$ cat src/mbet_pkg.sv
// ----------------------------------------------------------------------------
// Mandelbrot escape-time package
// Shared types, constants and helpers for the escape-time pixel evaluator.
// ----------------------------------------------------------------------------
`default_nettype none

package mbet_pkg;

  // Field and format widths.
  localparam int COORD_W  = 32;
  localparam int PROD_W   = 64;
  localparam int ITER_W   = 7;
  localparam int TAG_W    = 5;
  localparam int CFG_IDX_W = 4;

  // Algorithm constants.
  localparam logic [ITER_W-1:0] MAX_ITER    = 7'd64;
  localparam logic [ITER_W-1:0] BLACK_VALUE = 7'd0;
  localparam logic [TAG_W-1:0]  WORKERS     = 5'd4;
  // The escape radius squared, 4.0 in Q8.56.
  localparam logic [PROD_W-1:0] FOUR_Q56    = 64'h0400_0000_0000_0000;

  // Configuration register indexes.
  typedef enum logic [CFG_IDX_W-1:0] {
    REG_ORIGIN_RE = 4'd0,
    REG_ORIGIN_IM = 4'd1,
    REG_STEP_RE   = 4'd2,
    REG_STEP_IM   = 4'd3
  } cfg_reg_t;

  // Input request payload.
  typedef struct packed {
    logic [7:0] pixel_col;
    logic [7:0] pixel_row;
    logic [3:0] worker_id;
  } in_t;

  // Result payload.
  typedef struct packed {
    logic [ITER_W-1:0] iter_value;
    logic [TAG_W-1:0]  owner_tag;
  } out_t;

  // Current view window, Q4.28.
  typedef struct packed {
    logic signed [COORD_W-1:0] origin_re;
    logic signed [COORD_W-1:0] origin_im;
    logic signed [COORD_W-1:0] step_re;
    logic signed [COORD_W-1:0] step_im;
  } cfg_t;

  // Operands of the shared multiplier set.
  typedef struct packed {
    logic signed [COORD_W-1:0] a0;
    logic signed [COORD_W-1:0] b0;
    logic signed [COORD_W-1:0] a1;
    logic signed [COORD_W-1:0] b1;
    logic signed [COORD_W-1:0] a2;
    logic signed [COORD_W-1:0] b2;
  } mul_op_t;

  // Registered products of the shared multiplier set.
  typedef struct packed {
    logic signed [PROD_W-1:0] p0;
    logic signed [PROD_W-1:0] p1;
    logic signed [PROD_W-1:0] p2;
  } mul_res_t;

  // Clamp a 42-bit signed value to the 32-bit signed range.
  function automatic logic [COORD_W-1:0] sat32(input logic [41:0] v);
    logic fits;
    fits = (v[41:31] == {11{v[41]}});
    if (fits) begin
      return v[31:0];
    end else if (v[41]) begin
      return 32'h8000_0000;
    end else begin
      return 32'h7fff_ffff;
    end
  endfunction

endpackage

`default_nettype wire

$ cat src/mbet_cfg_regs.sv
// ----------------------------------------------------------------------------
// Mandelbrot configuration registers
// Holds the view origin and pixel spacing, written through a plain port.
// ----------------------------------------------------------------------------
`default_nettype none

module mbet_cfg_regs (
  input  wire logic                           clk,
  input  wire logic                           rst_n,
  input  wire logic                           cfg_we,
  input  wire logic [mbet_pkg::CFG_IDX_W-1:0] cfg_index,
  input  wire logic [mbet_pkg::COORD_W-1:0]   cfg_data,
  output mbet_pkg::cfg_t                      cfg_o
);

  mbet_pkg::cfg_t cfg_r;
  mbet_pkg::cfg_t cfg_nxt;

  // Decode the write; indexes past the register list are dropped.
  always_comb begin
    cfg_nxt = cfg_r;
    if (cfg_we) begin
      unique case (cfg_index)
        mbet_pkg::REG_ORIGIN_RE: cfg_nxt.origin_re = cfg_data;
        mbet_pkg::REG_ORIGIN_IM: cfg_nxt.origin_im = cfg_data;
        mbet_pkg::REG_STEP_RE:   cfg_nxt.step_re   = cfg_data;
        mbet_pkg::REG_STEP_IM:   cfg_nxt.step_im   = cfg_data;
        default:                 cfg_nxt = cfg_r;
      endcase
    end
  end

  // Reset shows the full default view.
  always_ff @(posedge clk) begin
    if (!rst_n) begin
      cfg_r.origin_re <= -32'sd536870912;
      cfg_r.origin_im <= 32'sd536870912;
      cfg_r.step_re   <= 32'sd4210752;
      cfg_r.step_im   <= 32'sd4210752;
    end else begin
      cfg_r <= cfg_nxt;
    end
  end

  assign cfg_o = cfg_r;

endmodule

`default_nettype wire

$ cat config.mk
export PLATFORM = sky130hd
export DESIGN_NAME = mbet_cfg_regs
export DESIGN_NICKNAME = d
export VERILOG_FILES = /design/src/mbet_pkg.sv /design/src/mbet_cfg_regs.sv
export SDC_FILE = /design/constraint.sdc
export NUM_CORES = 1
export LEC_CHECK = 0
export ABC_CLOCK_PERIOD_IN_PS = 1700
export BUFFER_PORTS_ARGS = -buffer_cell sky130_fd_sc_hd__buf_4
export CORE_MARGIN = 2
export CORE_UTILIZATION = 30
export CTS_CLUSTER_SIZE = 28
export DETAILED_ROUTE_END_ITERATION = 16
export GPL_ROUTABILITY_DRIVEN = 0
export HOLD_SLACK_MARGIN = 0.15
export PLACE_DENSITY = 0.54
export SETUP_SLACK_MARGIN = 0.02
export SYNTH_ARGS = -nofsm -noshare
export SYNTH_HDL_FRONTEND = slang
export SYNTH_SLANG_ARGS = --single-unit
$ cat constraint.sdc
create_clock -name clk -period 1.7 [get_ports clk]
set_input_delay 0.085 -clock clk [delete_from_list [all_inputs] [get_ports clk]]
set_output_delay 0.085 -clock clk [all_outputs]
set_load 0.005 [all_outputs]
# ---- Word level (Yosys, flattened, before mapping)
# Index checks and enable logic that the tools add are counted.
dict set report totals {
  regBits 128
  inputBits 39
  output_inout_bits 128
}
dict set report op_classes {
  n_eq_ne 3
  reduce_logical 5
}
# op count
set op_table {}
lappend op_table {{4-bit by 2-bit == test with 1-bit output, second input constant} 2}
lappend op_table {{2-bit AND reduction} 4}
lappend op_table {{4-bit by 1-bit == test with 1-bit output, second input constant} 1}
lappend op_table {{4-bit logical NOT} 1}

# ---- Logic depth before layout (Yosys ltp)
# Gate-level depths: netlist of run 1.
dict set report depth {
  word_depth 2
  depth_mapped 5
}

# ---- Least setup slack after synthesis of run 1
# Ideal clock, no wire load.
dict set report synth_timing {
  path_type {input to register}
  startpoint {input cfg_index[0] in the netlist's numbering}
  endpoint {register cfg_r, in the netlist cfg_o[111]}
  setup_time_ns 0.072
  arrival_ns 1.190
  slack_ns 0.438
  stages 5
  cell_sequence {nor4b_4 -> and2b_1 -> buf_6 -> buf_6 -> mux2i_1}
}
dict set report synth_via {
  elab_chain_cells 2
}
# item line
set synth_rtl {}
lappend synth_rtl {{start: declaration} mbet_cfg_regs.sv:11} ;# input wire logic [mbet_pkg::CFG_IDX_W-1:0] cfg_index,
lappend synth_rtl {{4-bit logical NOT} mbet_cfg_regs.sv:23} ;# unique case (cfg_index)
lappend synth_rtl {{2-bit AND reduction (no source line)} n/a}
lappend synth_rtl {{end signal: assignment} mbet_cfg_regs.sv:41} ;# cfg_r <= cfg_nxt;
lappend synth_rtl {{end: declaration} mbet_cfg_regs.sv:16} ;# mbet_pkg::cfg_t cfg_r;
# Every way passes these cells.
# A chain may end at the register's enable or synchronous reset.

# ---- Worst setup path after layout of run 1
dict set report layout_timing {
  startpoint {input cfg_index[1] in the netlist's numbering}
  endpoint {register cfg_r, in the netlist cfg_o[89]}
}
dict set report layout_via {
  elab_chain_cells 2
}
# item line
set layout_rtl {}
lappend layout_rtl {{4-bit by 1-bit == test with 1-bit output} mbet_cfg_regs.sv:23}
lappend layout_rtl {{2-bit AND reduction (no source line)} n/a}
# Every way passes these cells.

==> metrics, run 1 <==
Port Buffer Count=166; Mapped Cells=465; Setup-failing EPs final=0; drt first pass iters=6; post-route ant nets=0; Synth top cells by count=nand2_1, dfxtp_1, mux2i_1, clkbuf_1, nor2b_1; PostCTS Resize Cnt=0; # IOs=167; r2r worst-path depth=3; CP max FO=11; TritonCTS clock tree=done; Leakage=between 3 and 4 nW; hold path cells=5; fin. max-slew vios=0; worst skew pair latency=0.41 ns; endpoints failing hold=0; chip height=130 um; fin crit period=between 1 and 1.5 ns; largest net degree at the start of global routing=111; grt ovf=0; first-pass GRT wire length=20600 um; number of flops mapped to enable cells by yosys=0; routed vias/inst=4.40; met2 usage=approximately 25%; synthesis-to-finish area growth=49.7%; clk buf depth=2; HP Class=input pin to register; die area=16800 um2; total wire length=13200 um; worst slew pin tran=about 0.54 ns; Die W=between 100 and 150 um; top cell type's share of synthesized area=between 50% and 60%; Max H-tree Level=4; layout cell share with drive strength beyond 1=30.6%; status=finished, final reports clean; flop-to-flop setup slack=between 0.9 and 1 ns; VDD IR max=approximately 670 uV; Critical Path RT=approximately 2.0 ns; Mapped Area=~4700 um2; GRT Total Usage=16.1%; Distinct cells, synth=21; Avg WL per Cell=15.0 um; busiest layer in global routing=met2; GR Util met3=4.79%; clock net sink count=128; reg2reg end=cfg_o[54]; Rows=45; via count=3881; crit path DAT=around 1.6 ns; antenna violations before repair=0; most numerous cell in the Yosys netlist=nand2_1; final setup TNS=0 ns; Final period util=74.5%; RSZ-0062 raised after global routing=no; async set-reset flop share out of synthesis=0%; Final nets=699; Post-DP HPWL=8880 um; vias in the first global route=3902; Synth area leader=dfxtp_1; starting DRC count in detailed routing=112; top_reg_cell synth=dfxtp_1; sequential area share after synthesis=around 54%; CTS buffer count=17; Initial Util=30.9%; overall power=about 0.007 W; core area=15300 um2; Worst Clk Skew=0 ns; diode count=0; Synth Register Bits=128; Syn Area/Cell=10.2 um2; CTS Root Cell=clkbuf_16; Hold Path End=cfg_o[46]; power per standard cell area=a little under 1000 nW/um2; Max-Cap Viols=0; Worst-path clk slew=about 0.05 ns; drc violations=0; nature of the critical path startpoint=input pin; Fmax achieved=0.790 GHz; Mapped Nets=a little over 500; largest cells by area after synthesis=dfxtp_1, mux2i_1, nand2_1; Ys Warns=0; Slew HR=a little under two thirds; reg2reg start=cfg_o[54]; Setup crit end kind=register; crit path kind=input pin to register; Largest register FFs=~130; hold path start=cfg_index[2]; grt met1 use=20.3%
==> final cells by class <==
type	instances	area (um2)
inverters	2	7.51
multi-input cells	303	2010
repair buffers	208	1680
well taps	211	264
clock inverters	5	52.6
clock buffers	25	515
fillers	1465	8220
flip-flops and latches	128	2560
==> report_power, final <==
group,internal (W),switching [W]
registers,0.00304,0.0000217
logic,0.000217,0.000204
clock network,0.00222,0.00125
==> layer usage <==
| layer | wire length [um] | share of wire [%] |
|---|---|---|
| met1 | 5930 | 45 |
| met2 | 6080 | 46 |
| met3 | 798 | 6.0 |
| met4 | 393 | 3.0 |
| met5 | 0 | 0 |
==> cell usage in the layout (no fill, tap or decap), types with 3 or more instances in the layout <==
master,count
buf_4,171
nand2_1,150
dfxtp_1,128
mux2i_1,123
dlygate4sd3_1,34
clkbuf_16,17
nor2b_1,9
a21oi_1,6
clkbuf_8,6
nand2b_1,4
clkinv_2,3
buf_12,3
==> stage by stage <==
stage                     std cells  hold WS (ns)  worst slack, ns  instance area [um2]  utilization [%]
after floorplan                 465         0.247            0.438                 4740                -
after detailed placement        818         0.383            0.247                 6180             40.4
final                           882         0.209            0.434                 7090             46.3
after global routing            882         0.206            0.389                 7090             46.3
after CTS                       882         0.181            0.467                 7090             46.3
after global placement          818         0.374            0.288                 6180             40.4
==> worst max-delay path, cell delays in order <==
cell	delay (ns)
dlygate4sd3_1	0.53
buf_4	0.18
and4b_2	0.33
buf_4	0.23
mux2i_1	0.23
==> worst max path at each step <==
stage	from	endpoint	slack [ns]
2_1_floorplan	cfg_index[0]	cfg_o[111]	0.44
3_3_place_gp	cfg_index[0]	cfg_o[48]	0.29
3_5_place_dp	cfg_index[0]	cfg_o[47]	0.25
4_1_cts	cfg_index[1]	cfg_o[89]	0.47
5_1_grt	cfg_index[1]	cfg_o[85]	0.39
6_report	cfg_index[1]	cfg_o[89]	0.43
==> cells by family (layout without fill, tap and decap cells) <==
group                  after synthesis  count (layout)  synth area share, %
flip-flops                         128             128                 54.1
buffers and inverters               34             240                 3.62
AND/OR/NAND/NOR                    172             172                 15.4
multiplexers                       123             123                 26.0
AO/OA/AOI/OAI                        8               8                0.951
==> timing repair <==
item / in CTS / in global routing
hold buffers: 34 / 0
hold endpoints to repair: 128 / 0
buffers inserted: 0 / 0
Note: power is estimated with default switching activity, not from simulation.
==> inputs of run 2 (changes only) <==
Settings changed: ABC_CLOCK_PERIOD_IN_PS 1700 to 1300.
Clock period 1.7 ns to 1.3 ns, I/O delays scaled along.
==> run 2 against run 1 <==
Effect of this change: clock power is 44% higher; register-to-register slack got worse by 0.39 ns; final cell count is 1.1% higher; critical path type unchanged; hold slack lost 0.018 ns; critical path depth unchanged; highest routed layer unchanged.
==> metrics, run 2 (synthesized netlist as in run 1, its figures left out) <==
power per standard cell area=1310 nW/um2 (+34%); Critical Path, Cell by Cell=dlygate4sd3_1 -> buf_4 -> nand3b_1 -> dlygate4sd3_1 -> o211ai_1; RSZ-0062 raised after global routing=no; core area=15300 um2 (unchanged); Worst Clk Skew=0 ns (unchanged); # IOs=167 (unchanged); GRT Total Usage=16.2% (+0.067 points); worst skew pair latency=0.41 ns (about the same); fin. max-slew vios=0 (unchanged); Die W=130 um (unchanged); area of the multi-input gates=2010 um2 (unchanged); first-pass GRT wire length=20700 um (+0.34%); VDD IR max=875 uV (+31%); overall power=0.00958 W (+38%); CP max FO=11 (unchanged); drc violations=0 (unchanged); Final period util=roughly 95%; placed inst area=6320 um2 (+2.2%); TritonCTS clock tree=done; Post-DP HPWL=9440 um (+6.3%); post-route ant nets=0 (unchanged); nature of the critical path startpoint=input pin; clock net sink count=128 (unchanged); final setup TNS=0 ns (unchanged); Slew HR=75.3% (+11 points); die area=16800 um2 (unchanged); antenna violations before repair=0 (unchanged); Setup-failing EPs final=0 (unchanged); Avg WL per Cell=15.1 um (+0.99%); Reg area=2560 um2 (unchanged); crit path DAT=1.58 ns (about the same); largest net degree at the start of global routing=87 (-22%); CTS buffer count=17 (unchanged); vias in the first global route=3900 (-0.051%); worst slew pin tran=0.371 ns (-0.169 ns); via count=3923 (+1.1%); diode count=0 (unchanged); Max H-tree Level=4 (unchanged); Worst-path clk slew=0.05 ns (about the same); Leakage=3.48 nW (+2.7%); endpoints failing hold=0 (unchanged); Final nets=708 (+1.3%); Worst Setup Slack, final=0.0602 ns (-0.373 ns); CTS Root Cell=clkbuf_16; commonest non-fill, non-tap cell in the layout=buf_4; layout cell share with drive strength beyond 1=31.4% (+0.87 points); pre-CTS WS=0.0965 ns (-0.150 ns); Setup crit end kind=register; routed vias/inst=4.40 (about the same); Rows=45 (unchanged); fin crit period=between 1 and 1.5 ns; Initial Util=30.9% (unchanged); WHS=0.191 ns (-0.0184 ns); CP bufs+invs=3 (unchanged); Fmax achieved=0.807 GHz; grt ovf=0 (unchanged); drt first pass iters=4 (-2); clk buf depth=2 (unchanged); total wire length=13500 um (+2.1%); status=finished, final reports clean; design area=7290 um2 (+2.8%); Max stage delay on crit path=0.56 ns (+0.03 ns); Post-CTS Setup Bufs=0 (unchanged); synthesis-to-finish area growth=53.9%; most frequent cells in the layout=buf_4, nand2_1, dfxtp_1; HP Class=input pin to register; Largest register FFs=128 (unchanged); Max-Cap Viols=0 (unchanged); chip height=130 um (unchanged); CP max-delay cell=dlygate4sd3_1; Top delay family on crit path=buffers and inverters; CP most frequent cell=dlygate4sd3_1; starting DRC count in detailed routing=126 (+13%); Port Buffer Count=166 (unchanged); crit path kind=input pin to register; Fill cells=1474 (+0.61%); Critical Path RT=1.64 ns (-0.39 ns)
## run 2: cell count changes in the layout (fill, tap and decap cells not counted), sizes merged
| cell | before | now |
|---|---|---|
| buf | 174 | 182 |
| clkbuf | 25 | 21 |
| bufinv | 1 | 4 |
| clkinvlp | 1 | 2 |
| dlygate4sd3 | 34 | 35 |
| inv | 2 | 3 |
## run 2: layout make-up
class	instances	area share [%]
timing repair buffer	217	25.1
clock inverter	10	2.18
tap	211	3.62
inverter	2	0.103
clock buffer	21	6.31
multi-input combinational	303	27.5
sequential	128	35.1
## run 2: per-stage QoR
| step | utilization (%) | cells |
|---|---|---|
| after global routing | 47.6 | 892 |
| after CTS | 47.6 | 892 |
| final | 47.6 | 892 |
| after detailed placement | 41.3 | 826 |
| after global placement | 41.3 | 826 |
| after floorplan | - | 465 |
## run 2: power by group
group | total [W] | internal (W) | leakage [nW] | switching (W)
clock network | 0.00500 | 0.00329 | 0.299 | 0.00171
registers | 0.00401 | 0.00398 | 1.03 | 0.0000293
logic | 0.000575 | 0.000303 | 2.15 | 0.000273
## run 2: path summary, 6_finish.rpt
kind / from / endpoint / slack, ns / cells past startpoint
max: cfg_index[1] / cfg_o[126] / 0.06 / 5
min: cfg_index[3] / cfg_o[38] / 0.19 / 5
max reg2reg: cfg_o[46] / cfg_o[46] / 0.56 / 3
min reg2reg: cfg_o[61] / cfg_o[61] / 0.46 / 2
## run 2: worst min-delay path, delay by kind of cell
family                 cells  cell delay (ns)
buffers and inverters      2             0.26
AOI/OAI and AO/OA          2             0.18
and+or+nand+nor            1             0.04
## run 2: layer usage
| layer | up-vias | track usage, % | part of all wire (%) |
|---|---|---|---|
| li1 | 1950 | - | - |
| met1 | 1847 | 20.1 | 46 |
| met2 | 105 | 25.5 | 47 |
| met3 | 21 | 5.20 | 5.6 |
| met4 | 0 | 7.78 | 1.9 |
| met5 | - | 0 | 0 |
## run 2: repair_timing
action | 4_1_cts | 5_1_grt
endpoints found under the setup margin | 0 | 5
hold endpoints to repair | 128 | 0
gates resized for setup | 0 | 1
hold buffers | 35 | 0
==> inputs of run 3 (changes only) <==
Settings changed: ABC_CLOCK_PERIOD_IN_PS 1300 to 1470.
Clock period 1.3 ns to 1.47 ns, I/O delays scaled along.
==> run 3 against run 2 <==
Effect of this change: worst setup slack improved by 0.13 ns; die area did not move; largest power group unchanged; routed wire length barely moved; total power shrank 14%; critical path type unchanged; final cell count fell by 0.22%; clock power shrank 17%; first-iteration DRC count increased by 2.4%; cell area decreased by 1.2%; largest cell class unchanged; utilization down 0.59 points.
==> metrics, run 3 (synthesized netlist as in run 1, its figures left out) <==
largest net degree at the start of global routing=92 (+5.7%); clk buf depth=2 (unchanged); Worst-path clk slew=0.05 ns (about the same); drc violations=0 (unchanged); via count=3900 (-0.59%); status=finished, final reports clean; Post-DP HPWL=9170 um (-2.8%); power per standard cell area=1140 nW/um2 (-13%); chip height=130 um (unchanged); pre-CTS WS=0.112 ns (+0.0158 ns); nature of the critical path startpoint=input pin; Leakage=3.43 nW (-1.5%); TritonCTS clock tree=done; crit path DAT=1.59 ns (about the same); post-route ant nets=0 (unchanged); drt first pass iters=4 (unchanged); fin crit period=1.28 ns; Comb pwr share=6.1% (about the same); Rows=45 (unchanged); CTS Root Cell=clkbuf_16; most frequent cells in the layout=buf_4, nand2_1, dfxtp_1; Max H-tree Level=4 (unchanged); die area=16800 um2 (unchanged); Psw=0.00186 W (-7.5%); fin. max-slew vios=0 (unchanged); design area=7200 um2 (-1.2%); synthesis-to-finish area growth=52.0%; Setup-failing EPs final=0 (unchanged); Fmax achieved=0.782 GHz; starting DRC count in detailed routing=129 (+2.4%); clock net sink count=128 (unchanged); Largest register FFs=128 (unchanged); clock network fraction of total power=50.8% (-1.4 points); crit path kind=input pin to register; worst skew pair latency=0.42 ns (about the same); layout cell share with drive strength beyond 1=31.4% (-0.055 points); diode count=0 (unchanged); vias in the first global route=3970 (+1.8%); Worst Setup Slack, final=0.191 ns (+0.131 ns); Post-CTS Setup Bufs=0 (unchanged); Reg power frac=43.1% (+1.3 points); Setup crit end kind=register; Avg WL per Cell=15.1 um (+0.13%); Hold Buf Count CTS=36 (+2.9%); first-pass GRT wire length=21000 um (+1.6%); CTS buffer count=17 (unchanged); Final period util=87.0%; routed vias/inst=4.38 (-0.36%); hold path start=cfg_index[1]; RSZ-0062 raised after global routing=no; endpoints failing hold=0 (unchanged); grt ovf=0 (unchanged); Initial Util=30.9% (unchanged); placed inst area=6250 um2 (-1.1%); Worst Clk Skew=0 ns (unchanged); Die W=130 um (unchanged); VDD IR max=683 uV (-22%); HP Class=input pin to register; antenna violations before repair=0 (unchanged); # IOs=167 (unchanged); Max-Cap Viols=0 (unchanged); Sw Share=22.6% (+1.6 points); Port Buffer Count=166 (unchanged); worst slew pin tran=0.471 ns (+0.100 ns); PostCTS Resize Cnt=0 (unchanged); Final nets=705 (-0.42%); core area=15300 um2 (unchanged); Internal=0.00636 W (-16%); total wire length=13500 um (about the same); reg2reg start=cfg_o[127]; WHS=0.171 ns (-0.0197 ns); final setup TNS=0 ns (unchanged); GRT Total Usage=16.5% (+0.31 points); CP max FO=20 (+9); Critical Path RT=1.78 ns (+0.14 ns); commonest non-fill, non-tap cell in the layout=buf_4; crit path from=cfg_index[0]; Slew HR=68.6% (-6.7 points); Fill cells=1483 (+0.61%)
run 3: cell type report:
class,instances,area (um2),area share [%]
clock inverter,13,138,1.91
sequential,128,2560,35.6
inverter,2,7.51,0.104
clock buffer,19,453,6.29
timing repair buffer,214,1770,24.6
multi-input combinational,303,2010,27.8
tap,211,264,3.67
run 3: stage by stage:
step,util (%),instances,total power (W)
floorplan,-,465,0.00382
global placement,40.8,822,0.00404
detailed placement,40.8,822,0.00405
CTS,47.0,890,0.00835
global route,47.0,890,0.00857
finish,47.0,890,0.00822
run 3: power by group through the flow:
stage	logic [W]	clock network (W)	registers (W)
3_5_place_dp	0.000433	0	0.00362
5_1_grt	0.000548	0.00447	0.00355
4_1_cts	0.000510	0.00430	0.00354
2_1_floorplan	0.000200	0	0.00362
3_3_place_gp	0.000423	0	0.00362
6_report	0.000503	0.00417	0.00354
run 3: layer usage:
metal / vias to the layer above / GRT usage (%) / share of wire (%) / routed length [um]
met2: 119 / 26.0 / 46 / 6250
met5: - / 0 / 0 / 0
li1: 1931 / - / - / -
met1: 1828 / 20.7 / 46 / 6150
met3: 22 / 4.75 / 5.1 / 693
met4: 0 / 8.41 / 2.8 / 376
run 3: worst max-delay path, stage by stage:
cell           delay [ns]
buf_4                0.13
nor4b_4              0.29
and2b_1              0.22
buf_12               0.22
o211ai_1             0.09
dlygate4sd3_1        0.55
run 3: final timing paths:
check        slack [ns]    endpoint  depth (start not counted)
min reg2reg        0.46   cfg_o[68]                          2
min                0.17   cfg_o[46]                          3
max                0.19  cfg_o[127]                          6
max reg2reg        0.34  cfg_o[127]                          3
